**src/hw/rtl/pcsv_pkg.sv**
```systemverilog
`timescale 1ns / 1ps
// ----------------------------------------------------------------------------
// pcsv_pkg
// Types, chunk type codes and helpers shared by the chunk stream validator.
// ----------------------------------------------------------------------------
package pcsv_pkg;

	localparam int MaxChunks    = 16384;
	localparam int MaxDimension = 7680;
	localparam int QDepth       = 4;
	localparam int QAw          = $clog2(QDepth);

	// configuration register indexes
	localparam logic CFG_CANON  = 1'b0;
	localparam logic CFG_STRICT = 1'b1;

	localparam logic [2:0] ERR_NONE      = 3'd0;
	localparam logic [2:0] ERR_CONTAINER = 3'd1;
	localparam logic [2:0] ERR_LIMITS    = 3'd2;
	localparam logic [2:0] ERR_COLOR     = 3'd3;
	localparam logic [2:0] ERR_ANIM      = 3'd4;
	localparam logic [2:0] ERR_CANON     = 3'd5;
	localparam logic [2:0] ERR_PRIVATE   = 3'd6;

	localparam logic [31:0] T_IHDR   = 32'h49484452;
	localparam logic [31:0] T_IDAT   = 32'h49444154;
	localparam logic [31:0] T_IEND   = 32'h49454E44;
	localparam logic [31:0] T_ACTL   = 32'h6163544C;
	localparam logic [31:0] T_FCTL   = 32'h6663544C;
	localparam logic [31:0] T_FDAT   = 32'h66644154;
	localparam logic [31:0] T_ICCP   = 32'h69434350;
	localparam logic [31:0] T_CICP   = 32'h63494350;
	localparam logic [31:0] T_MDCV_L = 32'h6D444376;
	localparam logic [31:0] T_CLLI_L = 32'h634C4C69;
	localparam logic [31:0] T_MDCV_U = 32'h6D444356;
	localparam logic [31:0] T_CLLI_U = 32'h634C4C49;
	localparam logic [31:0] T_SRGB   = 32'h73524742;
	localparam logic [31:0] T_GAMA   = 32'h67414D41;
	localparam logic [31:0] T_CHRM   = 32'h6348524D;
	localparam logic [31:0] T_EXIF   = 32'h65584966;
	localparam logic [31:0] T_TRNS   = 32'h74524E53;
	localparam logic [31:0] T_PLTE   = 32'h504C5445;
	localparam logic [31:0] T_SBIT   = 32'h73424954;
	localparam logic [31:0] T_PHYS   = 32'h70485973;

	// classified byte handed from front to back
	typedef struct packed {
		logic [7:0] data;
		logic       last;
	} qent_t;

	typedef struct packed {
		logic        accepted;
		logic [2:0]  error_code;
		logic [12:0] image_width;
		logic [12:0] image_height;
		logic        alpha_present;
		logic        srgb_tagged;
	} verdict_t;

	function automatic logic [7:0] sig_byte(input logic [2:0] i);
		logic [7:0] r;
		unique case (i)
			3'd0: r = 8'd137;
			3'd1: r = 8'd80;
			3'd2: r = 8'd78;
			3'd3: r = 8'd71;
			3'd4: r = 8'd13;
			3'd5: r = 8'd10;
			3'd6: r = 8'd26;
			default: r = 8'd10;
		endcase
		return r;
	endfunction

	function automatic logic [7:0] chrm_byte(input logic [4:0] i);
		logic [31:0] w;
		unique case (i[4:2])
			3'd0: w = 32'd31270;
			3'd1: w = 32'd32900;
			3'd2: w = 32'd64000;
			3'd3: w = 32'd33000;
			3'd4: w = 32'd30000;
			3'd5: w = 32'd60000;
			3'd6: w = 32'd15000;
			default: w = 32'd6000;
		endcase
		return w[8*(3-i[1:0]) +: 8];
	endfunction

	function automatic logic [31:0] crc_byte(input logic [31:0] c, input logic [7:0] b);
		logic [31:0] x;
		x = c ^ {24'd0, b};
		for (int k = 0; k < 8; k++)
			x = x[0] ? ((x >> 1) ^ 32'hEDB88320) : (x >> 1);
		return x;
	endfunction

endpackage

```
**src/hw/rtl/pcsv_front.sv**
```systemverilog
`timescale 1ns / 1ps
// ----------------------------------------------------------------------------
// pcsv_front
// Accepts file bytes and pushes them into a short queue for the parser.
// ----------------------------------------------------------------------------
module pcsv_front import pcsv_pkg::*; (
	input  logic       clk,
	input  logic       arst_n,
	input  logic       in_valid,
	output logic       in_ready,
	input  logic [7:0] data_byte,
	input  logic       last_byte,
	output logic       q_valid,
	output qent_t      q_data,
	input  logic       q_pop
);

	qent_t          mem_q [QDepth];
	logic [QAw-1:0] wp_q, rp_q;
	logic [QAw:0]   cnt_q;
	logic           push;

	assign in_ready = cnt_q != (QAw+1)'(QDepth);
	assign push     = in_valid && in_ready;
	assign q_valid  = cnt_q != '0;
	assign q_data   = mem_q[rp_q];

	always_ff @(posedge clk) begin
		if (push) begin
			mem_q[wp_q] <= '{data: data_byte, last: last_byte};
		end
	end

	always_ff @(posedge clk or negedge arst_n) begin
		if (!arst_n) begin
			wp_q  <= '0;
			rp_q  <= '0;
			cnt_q <= '0;
		end else begin
			if (push) wp_q <= wp_q + 1'b1;
			if (q_pop) rp_q <= rp_q + 1'b1;
			cnt_q <= cnt_q + (QAw+1)'(push) - (QAw+1)'(q_pop);
		end
	end

endmodule

```
**src/hw/rtl/pcsv_back.sv**
```systemverilog
`timescale 1ns / 1ps
// ----------------------------------------------------------------------------
// pcsv_back
// Chunk framing, crc check and policy rules; one byte per cycle while no verdict waits on v_ready.
// ----------------------------------------------------------------------------
module pcsv_back import pcsv_pkg::*; (
	input  logic     clk,
	input  logic     arst_n,
	input  logic     canonical_mode,
	input  logic     strict_output_checks,
	input  logic     q_valid,
	input  qent_t    q_data,
	output logic     q_pop,
	output logic     v_valid,
	output verdict_t v_data,
	input  logic     v_ready
);

	localparam logic [2:0] PH_SIG  = 3'd0;
	localparam logic [2:0] PH_LEN  = 3'd1;
	localparam logic [2:0] PH_TYPE = 3'd2;
	localparam logic [2:0] PH_DATA = 3'd3;
	localparam logic [2:0] PH_CRC  = 3'd4;
	localparam logic [2:0] PH_DEAD = 3'd5;

	logic [2:0]  phase_q;
	logic [31:0] idx_q, len_q, type_q, crc_q, sh_q;
	logic [12:0] w_q, h_q;
	logic [14:0] cnt_q;
	logic        f_hdr_q, f_pix_q, f_srgb_q, f_gama_q, f_chrm_q, f_alpha_q, f_done_q;
	logic [2:0]  code_q;
	logic [7:0]  cap_q [13];
	logic        chrm_bad_q;

	logic [7:0]  b;
	logic        lst, step;
	logic [31:0] shn, cw0, cw4;
	logic [2:0]  rule;
	logic        set_hdr, set_pix, set_srgb, set_gama, set_chrm, set_alpha, set_done;
	logic        ok;
	logic [2:0]  vcode;

	assign b     = q_data.data;
	assign lst   = q_data.last;
	assign step  = q_valid && (!v_valid || v_ready);
	assign q_pop = step;
	assign shn   = {sh_q[23:0], b};
	assign cw0   = {cap_q[0], cap_q[1], cap_q[2], cap_q[3]};
	assign cw4   = {cap_q[4], cap_q[5], cap_q[6], cap_q[7]};

	// content rules of a chunk whose crc matched
	always_comb begin
		logic canon, strict, strc;
		logic [31:0] t;
		logic [63:0] px;
		canon = canonical_mode;
		strict = strict_output_checks;
		t = type_q;
		px = 64'(cw0) * 64'(cw4);
		rule = ERR_NONE;
		set_hdr = 1'b0; set_pix = 1'b0; set_srgb = 1'b0; set_gama = 1'b0;
		set_chrm = 1'b0; set_alpha = 1'b0; set_done = 1'b0;
		strc = t == T_PLTE || t == T_SBIT || t == T_PHYS;
		priority if (!f_hdr_q && t != T_IHDR) rule = ERR_CONTAINER;
		else if (t == T_ACTL || t == T_FCTL || t == T_FDAT) rule = ERR_ANIM;
		else if (t == T_ICCP || t == T_CICP || t == T_MDCV_L || t == T_CLLI_L ||
			t == T_MDCV_U || t == T_CLLI_U) rule = ERR_COLOR;
		else if (t == T_IHDR) begin
			priority if (f_hdr_q || cnt_q != 15'd1 || len_q != 32'd13) rule = ERR_CONTAINER;
			else if (cw0 == 0 || cw4 == 0 || cw0 > MaxDimension || cw4 > MaxDimension ||
				px > 64'd33177600) rule = ERR_LIMITS;
			else if (cap_q[8] != 8'd8 ||
				(cap_q[9] != 8'd2 && cap_q[9] != 8'd3 && cap_q[9] != 8'd6)) rule = ERR_COLOR;
			else if (cap_q[10] != 0 || cap_q[11] != 0 || cap_q[12] > 8'd1) rule = ERR_CONTAINER;
			else begin
				set_alpha = cap_q[9] == 8'd6;
				set_hdr = 1'b1;
				if ((canon || strict) && cap_q[9] != 8'd2) rule = ERR_CANON;
				else if (lst) rule = ERR_CONTAINER;
			end
		end else if (t == T_SRGB) begin
			if (f_srgb_q || len_q != 32'd1 || cap_q[0] > 8'd3) rule = ERR_COLOR;
			else begin set_srgb = 1'b1; if (lst) rule = ERR_CONTAINER; end
		end else if (t == T_GAMA) begin
			if (f_gama_q || len_q != 32'd4 || cw0 != 32'd45455) rule = ERR_COLOR;
			else begin set_gama = 1'b1; if (lst) rule = ERR_CONTAINER; end
		end else if (t == T_CHRM) begin
			if (f_chrm_q || len_q != 32'd32 || chrm_bad_q) rule = ERR_COLOR;
			else begin set_chrm = 1'b1; if (lst) rule = ERR_CONTAINER; end
		end else if (t == T_EXIF) begin
			if (canon) rule = ERR_PRIVATE;
			else if (lst) rule = ERR_CONTAINER;
		end else if (t == T_TRNS) begin
			set_alpha = 1'b1;
			if (canon || strict) rule = ERR_CANON;
			else if (lst) rule = ERR_CONTAINER;
		end else if (t == T_IDAT) begin
			set_pix = len_q != 0;
			if (lst) rule = ERR_CONTAINER;
		end else if (t == T_IEND) begin
			if (len_q != 0 || !f_pix_q || !lst) rule = ERR_CONTAINER;
			else if (canon && !f_srgb_q) rule = ERR_COLOR;
			else set_done = 1'b1;
		end else begin
			if (canon && !strc) rule = ERR_PRIVATE;
			else if (!t[29] && t != T_PLTE) rule = ERR_CONTAINER;
			else if (lst) rule = ERR_CONTAINER;
		end
	end

	// verdict of the final byte, seen on the state after this byte
	always_comb begin
		logic crc_end, cok, d;
		logic [2:0] fc;
		crc_end = phase_q == PH_CRC && idx_q == 32'd3;
		cok = shn == ~crc_q;
		fc = code_q;
		d = f_done_q;
		unique case (phase_q)
			PH_SIG: if (b != sig_byte(idx_q[2:0])) fc = ERR_CONTAINER;
			PH_LEN: if (idx_q == 0 && cnt_q >= MaxChunks) fc = ERR_CONTAINER;
			default: ;
		endcase
		if (crc_end) begin
			if (!cok) fc = ERR_CONTAINER;
			else if (rule != ERR_NONE) fc = rule;
			else d = d | set_done;
		end
		ok = fc == ERR_NONE && d;
		vcode = ok ? ERR_NONE : (fc != ERR_NONE ? fc : ERR_CONTAINER);
	end

	always_ff @(posedge clk) begin
		if (step && lst) begin
			v_data.accepted      <= ok;
			v_data.error_code    <= vcode;
			v_data.image_width   <= ok ? w_q : 13'd0;
			v_data.image_height  <= ok ? h_q : 13'd0;
			v_data.alpha_present <= ok && (f_alpha_q || set_alpha);
			v_data.srgb_tagged   <= ok && (f_srgb_q || set_srgb);
		end
	end

	always_ff @(posedge clk or negedge arst_n) begin
		if (!arst_n) begin
			v_valid <= 1'b0;
		end else if (step && lst) begin
			v_valid <= 1'b1;
		end else if (v_ready) begin
			v_valid <= 1'b0;
		end
	end

	always_ff @(posedge clk or negedge arst_n) begin
		if (!arst_n) begin
			phase_q <= PH_SIG; idx_q <= '0; len_q <= '0; type_q <= '0; crc_q <= '1;
			sh_q <= '0; w_q <= '0; h_q <= '0; cnt_q <= '0; code_q <= '0;
			f_hdr_q <= 1'b0; f_pix_q <= 1'b0; f_srgb_q <= 1'b0; f_gama_q <= 1'b0;
			f_chrm_q <= 1'b0; f_alpha_q <= 1'b0; f_done_q <= 1'b0; chrm_bad_q <= 1'b0;
			for (int i = 0; i < 13; i++) cap_q[i] <= '0;
		end else if (step && lst) begin
			// new file starts after the verdict
			phase_q <= PH_SIG; idx_q <= '0; len_q <= '0; type_q <= '0; crc_q <= '1;
			sh_q <= '0; w_q <= '0; h_q <= '0; cnt_q <= '0; code_q <= '0;
			f_hdr_q <= 1'b0; f_pix_q <= 1'b0; f_srgb_q <= 1'b0; f_gama_q <= 1'b0;
			f_chrm_q <= 1'b0; f_alpha_q <= 1'b0; f_done_q <= 1'b0; chrm_bad_q <= 1'b0;
			for (int i = 0; i < 13; i++) cap_q[i] <= '0;
		end else if (step) begin
			unique case (phase_q)
				PH_SIG: begin
					if (b != sig_byte(idx_q[2:0])) begin
						code_q <= ERR_CONTAINER; phase_q <= PH_DEAD;
					end else if (idx_q == 32'd7) begin
						phase_q <= PH_LEN; idx_q <= '0;
					end else idx_q <= idx_q + 1;
				end
				PH_LEN: begin
					if (idx_q == 0 && cnt_q >= MaxChunks) begin
						code_q <= ERR_CONTAINER; phase_q <= PH_DEAD;
					end else begin
						if (idx_q == 0) cnt_q <= cnt_q + 1'b1;
						sh_q <= shn;
						if (idx_q == 32'd3) begin
							len_q <= shn; crc_q <= '1; phase_q <= PH_TYPE; idx_q <= '0;
						end else idx_q <= idx_q + 1;
					end
				end
				PH_TYPE: begin
					crc_q <= crc_byte(crc_q, b);
					sh_q <= shn;
					if (idx_q == 32'd3) begin
						type_q <= shn;
						for (int i = 0; i < 13; i++) cap_q[i] <= '0;
						chrm_bad_q <= 1'b0;
						phase_q <= (len_q != 0) ? PH_DATA : PH_CRC;
						idx_q <= '0;
					end else idx_q <= idx_q + 1;
				end
				PH_DATA: begin
					crc_q <= crc_byte(crc_q, b);
					if (idx_q < 13) cap_q[idx_q[3:0]] <= b;
					if (idx_q < 32 && chrm_byte(idx_q[4:0]) != b) chrm_bad_q <= 1'b1;
					if (idx_q + 1 == len_q) begin
						phase_q <= PH_CRC; idx_q <= '0;
					end else idx_q <= idx_q + 1;
				end
				PH_CRC: begin
					sh_q <= shn;
					if (idx_q == 32'd3) begin
						idx_q <= '0;
						if (shn != ~crc_q) begin
							code_q <= ERR_CONTAINER; phase_q <= PH_DEAD;
						end else begin
							if (set_hdr) begin w_q <= cw0[12:0]; h_q <= cw4[12:0]; end
							f_hdr_q <= f_hdr_q | set_hdr;
							f_pix_q <= f_pix_q | set_pix;
							f_srgb_q <= f_srgb_q | set_srgb;
							f_gama_q <= f_gama_q | set_gama;
							f_chrm_q <= f_chrm_q | set_chrm;
							f_alpha_q <= f_alpha_q | set_alpha;
							f_done_q <= f_done_q | set_done;
							if (rule != ERR_NONE) begin
								code_q <= rule; phase_q <= PH_DEAD;
							end else phase_q <= set_done ? PH_DEAD : PH_LEN;
						end
					end else idx_q <= idx_q + 1;
				end
				default: ;
			endcase
		end
	end

endmodule

```
**src/hw/rtl/png_chunk_stream_validator.sv**
```systemverilog
`timescale 1ns / 1ps
// ----------------------------------------------------------------------------
// png_chunk_stream_validator
// Validates a PNG byte stream: signature, chunk framing, crc and file policy.
// ----------------------------------------------------------------------------
// throughput: one byte per cycle while no verdict waits on out_ready; each byte's crc update is combinational
// verdict path: the last byte is written into the queue, then the verdict is registered
// in the output register when the parser pops that byte from the queue
// input stalls while the 4-entry queue is full; the queue fills only while a verdict waits on out_ready
// reset: parser back to signature phase, queue and output empty, registers 0 except the crc register, which is all ones
module png_chunk_stream_validator import pcsv_pkg::*; (
	input  logic        clk,
	input  logic        arst_n,
	input  logic        cfg_we,
	input  logic        cfg_index,
	input  logic        cfg_data,
	input  logic        in_valid,
	output logic        in_ready,
	input  logic [7:0]  data_byte,
	input  logic        last_byte,
	output logic        out_valid,
	input  logic        out_ready,
	output logic        accepted,
	output logic [2:0]  error_code,
	output logic [12:0] image_width,
	output logic [12:0] image_height,
	output logic        alpha_present,
	output logic        srgb_tagged
);

	logic     canon_q, strict_q;
	logic     q_valid, q_pop;
	qent_t    q_data;
	verdict_t v;

	always_ff @(posedge clk or negedge arst_n) begin
		if (!arst_n) begin
			canon_q  <= 1'b0;
			strict_q <= 1'b0;
		end else if (cfg_we) begin
			if (cfg_index == CFG_CANON) canon_q <= cfg_data;
			else strict_q <= cfg_data;
		end
	end

	pcsv_front u_front (
		.clk(clk), .arst_n(arst_n), .in_valid(in_valid), .in_ready(in_ready),
		.data_byte(data_byte), .last_byte(last_byte),
		.q_valid(q_valid), .q_data(q_data), .q_pop(q_pop)
	);

	pcsv_back u_back (
		.clk(clk), .arst_n(arst_n), .canonical_mode(canon_q),
		.strict_output_checks(strict_q), .q_valid(q_valid), .q_data(q_data),
		.q_pop(q_pop), .v_valid(out_valid), .v_data(v), .v_ready(out_ready)
	);

	assign accepted      = v.accepted;
	assign error_code    = v.error_code;
	assign image_width   = v.image_width;
	assign image_height  = v.image_height;
	assign alpha_present = v.alpha_present;
	assign srgb_tagged   = v.srgb_tagged;

endmodule
```
**config.mk**
```make
export PLATFORM = sky130hd
export DESIGN_NAME = png_chunk_stream_validator
export DESIGN_NICKNAME = d
export VERILOG_FILES = /design/src/hw/rtl/pcsv_pkg.sv /design/src/hw/rtl/pcsv_front.sv /design/src/hw/rtl/pcsv_back.sv /design/src/hw/rtl/png_chunk_stream_validator.sv
export SDC_FILE = /design/constraint.sdc
export NUM_CORES = 2
export LEC_CHECK = 0
export ABC_CLOCK_PERIOD_IN_PS = 27100
export BUFFER_PORTS_ARGS = -buffer_cell sky130_fd_sc_hd__buf_2
export CAP_MARGIN = 20
export CORE_AREA = 4 4 266 372
export DETAILED_ROUTE_END_ITERATION = 16
export DIE_AREA = 0 0 270 376
export GPL_TIMING_DRIVEN = 0
export PLACE_DENSITY = 0.77
export SYNTH_ARGS = -nofsm -noshare
export SYNTH_HDL_FRONTEND = slang
export SYNTH_SLANG_ARGS = --single-unit
```
**constraint.sdc**
```tcl
create_clock -name clk -period 27.1 [get_ports clk]
set_input_delay 4.065 -clock clk [delete_from_list [all_inputs] [get_ports clk]]
set_output_delay 4.065 -clock clk [all_outputs]
set_load 0.02 [all_outputs]
```
==> out/qor.csv <==
metric;value;unit
first_iter_violations;4410;
totalWireLength;204000;um
final_nets;7459;
setup_tns;0;ns
ys_seq_area_frac;0.183;
io_buffers;49;
synth_edf_count;68;
ys_async_sr_fraction;0.825;
vias;46709;
post_cts_buffers;0;
cts_resized;0;
total_power;2.70;mW
ioPinCount;50;
avgSynthCellArea;8.92;um2
hold_path.class;flip-flop to flip-flop;
fp.dieArea;102000;um2
slowest_stage;clkbuf_1;
ys_warn_count;0;
fin_crit_sh;0.431;
ir_drop;0.195;mV
post-route-drc-count;0;
synth_flop_cell;dfrtp_1;
rsz0062_at_grt;no;
synth_nets;7359;
gr-usage-all-layers;0.403;
synthTopCellsByCount;nand2_1, inv_1, fa_1, and2_1, clkbuf_1;
final.min_clock_period;11.69;ns
syn_area;55000;um2
die_x;270;um
critPathRequiredTime;27.47;ns
tightest_slew;1.29;ns
ys_ff_latch;388;
utilization;0.610;
worstSetupStartpointType;flip-flop;
crit_top_cell;fa_1;
areaGrowthSynthToFinish;5.84;%
fin_area;58200;um2
first_pass_iters;9;
core_area;95400;um2
dpl.hpwl;164000;um
grt_pass1_vias;49011;
start_util;0.577;
clockBufferDepth;3;
cts_tree;built;
crit_type;flip-flop to flip-flop;
grt_max_degree;123;
synth_most_common_cell;nand2_1;
routed_via_density;6.20;
numCtsBuffers;36;
setup_viol;0;
placed_area;57000;um2
max_stage_delay;0.95;ns
synth_area_leader_cell;fa_1;
die_h;376;um
run_status;completed;
dp_cells;7448;
numClockSinks;388;
max_freq;0.0856;GHz
grt_first_pass_wirelength;304000;um
cp.arrival;12.05;ns
cts_hold_buf;0;
ant_nets;0;
clkTransAtPathRegs;0.07;ns
synth_cell_types;101;
slew_violations;0;
synth_top_area_frac;0.326;
yosys-top-cells-area;fa_1, dfrtp_1, nand2_1;
powerDensity;46.4;nW/um2
ctsRootBufferMaster;clkbuf_16;
fin_skew;0.0313;ns
htree_num_levels;2;
antenna_found_initial;16;
overflow;0;
p_leak;27.0;nW
end_kind;flip-flop;
routedWlPerCell;27.1;um
slew-limit-headroom;0.138;
insertion_delay;0.57;ns
netlist_instances;6166;
instances_no_fill;7531;
drive_gt1_frac;0.0439;
critPathMaxFanout;10;
gp_congestion;1.11;
max-cap-violations;0;
nFillCells;8290;
num_rows;134;
hold_viol;0;
-- per-layer routing --
layer,share of wire,GRT usage,up-vias
met5,0.00030,0,-
met4,0.13,0.387,10
met3,0.098,0.0959,1147
met2,0.46,0.664,2957
met1,0.31,0.421,22921
li1,-,-,19674
-- state kept, by name, summed over array words and instances, names as in the netlist, 3 cells and up --
signal	cells
u_back.cap_q	103
u_front.mem_q	36
u_back.crc_q	32
u_back.idx_q	32
u_back.len_q	32
u_back.type_q	32
u_back.v_data	32
u_back.sh_q	24
u_back.cnt_q	15
u_back.h_q	13
u_back.w_q	13
u_back.code_q	3
u_back.phase_q	3
u_front.cnt_q	3
-- final timing paths --
path / slack [ns] / to / startpoint / cells past startpoint
min in group asynchronous: 3.48 / u_back.idx_q[19] / arst_n / 1
setup reg to reg: 15.41 / u_back.v_data[20] / u_back.cap_q[82] / 34
setup / recovery: 15.41 / u_back.v_data[20] / u_back.cap_q[82] / 34
max in group asynchronous: 21.88 / u_back.cap_q[41] / arst_n / 3
hold reg to reg: 0.48 / u_back.cap_q[27] / u_back.cap_q[27] / 2
hold / removal: 0.48 / u_back.cap_q[27] / u_back.cap_q[27] / 2
-- cell usage in the layout (no fill, tap or decap), drive strengths merged, types with 10 or more instances in the layout --
| cell type | n |
|---|---|
| nand2 | 993 |
| inv | 984 |
| fa | 897 |
| and2 | 510 |
| clkbuf | 368 |
| o21ai | 298 |
| dfrtp | 288 |
| ha | 280 |
| nor2 | 206 |
| a21oi | 184 |
| xnor2 | 123 |
| buf | 116 |
| nor3 | 88 |
| xor2 | 82 |
| nor4 | 78 |
| nand4 | 75 |
| edfxtp | 68 |
| nand3 | 68 |
| mux2i | 38 |
| a22o | 35 |
| and3 | 34 |
| nor2b | 34 |
| dfstp | 32 |
| o31ai | 26 |
| and4 | 25 |
| a211oi | 22 |
| a31oi | 21 |
| or3 | 20 |
| nand2b | 19 |
| nor3b | 19 |
| o21a | 17 |
| a21o | 15 |
| diode | 14 |
| nand4b | 14 |
| nand3b | 14 |
| or4 | 14 |
| o211ai | 13 |
| or2 | 11 |
| nor4b | 10 |
| clkinv | 10 |
-- kinds of logic after synthesis --
group	count (synthesis)	synth area share
xor+xnor	205	0.0326
mux	53	0.0116
flops	388	0.183
simple gates	2257	0.206
buf+inv	1356	0.0943
compound gates	730	0.0821
fa+ha+maj	1177	0.390
-- where the power goes --
group / switching (mW) / leakage [nW] / internal (mW) / total (mW)
combinational: 0.939 / 21.5 / 0.422 / 1.36
clock: 0.232 / 0.562 / 0.280 / 0.512
sequential: 0.111 / 4.91 / 0.720 / 0.831
-- area by class of cell --
type	count	area (um2)	share of cell area
Multi-Input combinational cell	4422	39800	0.683
Sequential cell	388	10100	0.173
Inverter	982	3690	0.0633
Tap cell	1224	1530	0.0263
Buffer	374	1500	0.0258
Clock buffer	48	992	0.0170
Timing Repair Buffer	62	485	0.00834
Clock inverter	17	158	0.00271
Antenna cell	14	35.0	0.000602
-- critical path, delay by kind of cell, from the launching register on --
kind / cells / cell delay (ns)
simple gates: 6 / 1.52
buf+inv: 11 / 2.77
flops: 1 / 0.32
compound gates: 8 / 2.57
fa+ha+maj: 9 / 4.32
-- per-stage QoR --
stage / hold slack [ns] / setup WS [ns]
floorplan: 0.441 / 18.42
global placement: 0.453 / 15.62
detailed placement: 0.468 / 15.75
CTS: 0.480 / 15.70
global route: 0.502 / 15.27
finish: 0.482 / 15.41
(Power assumes the default switching activity.)
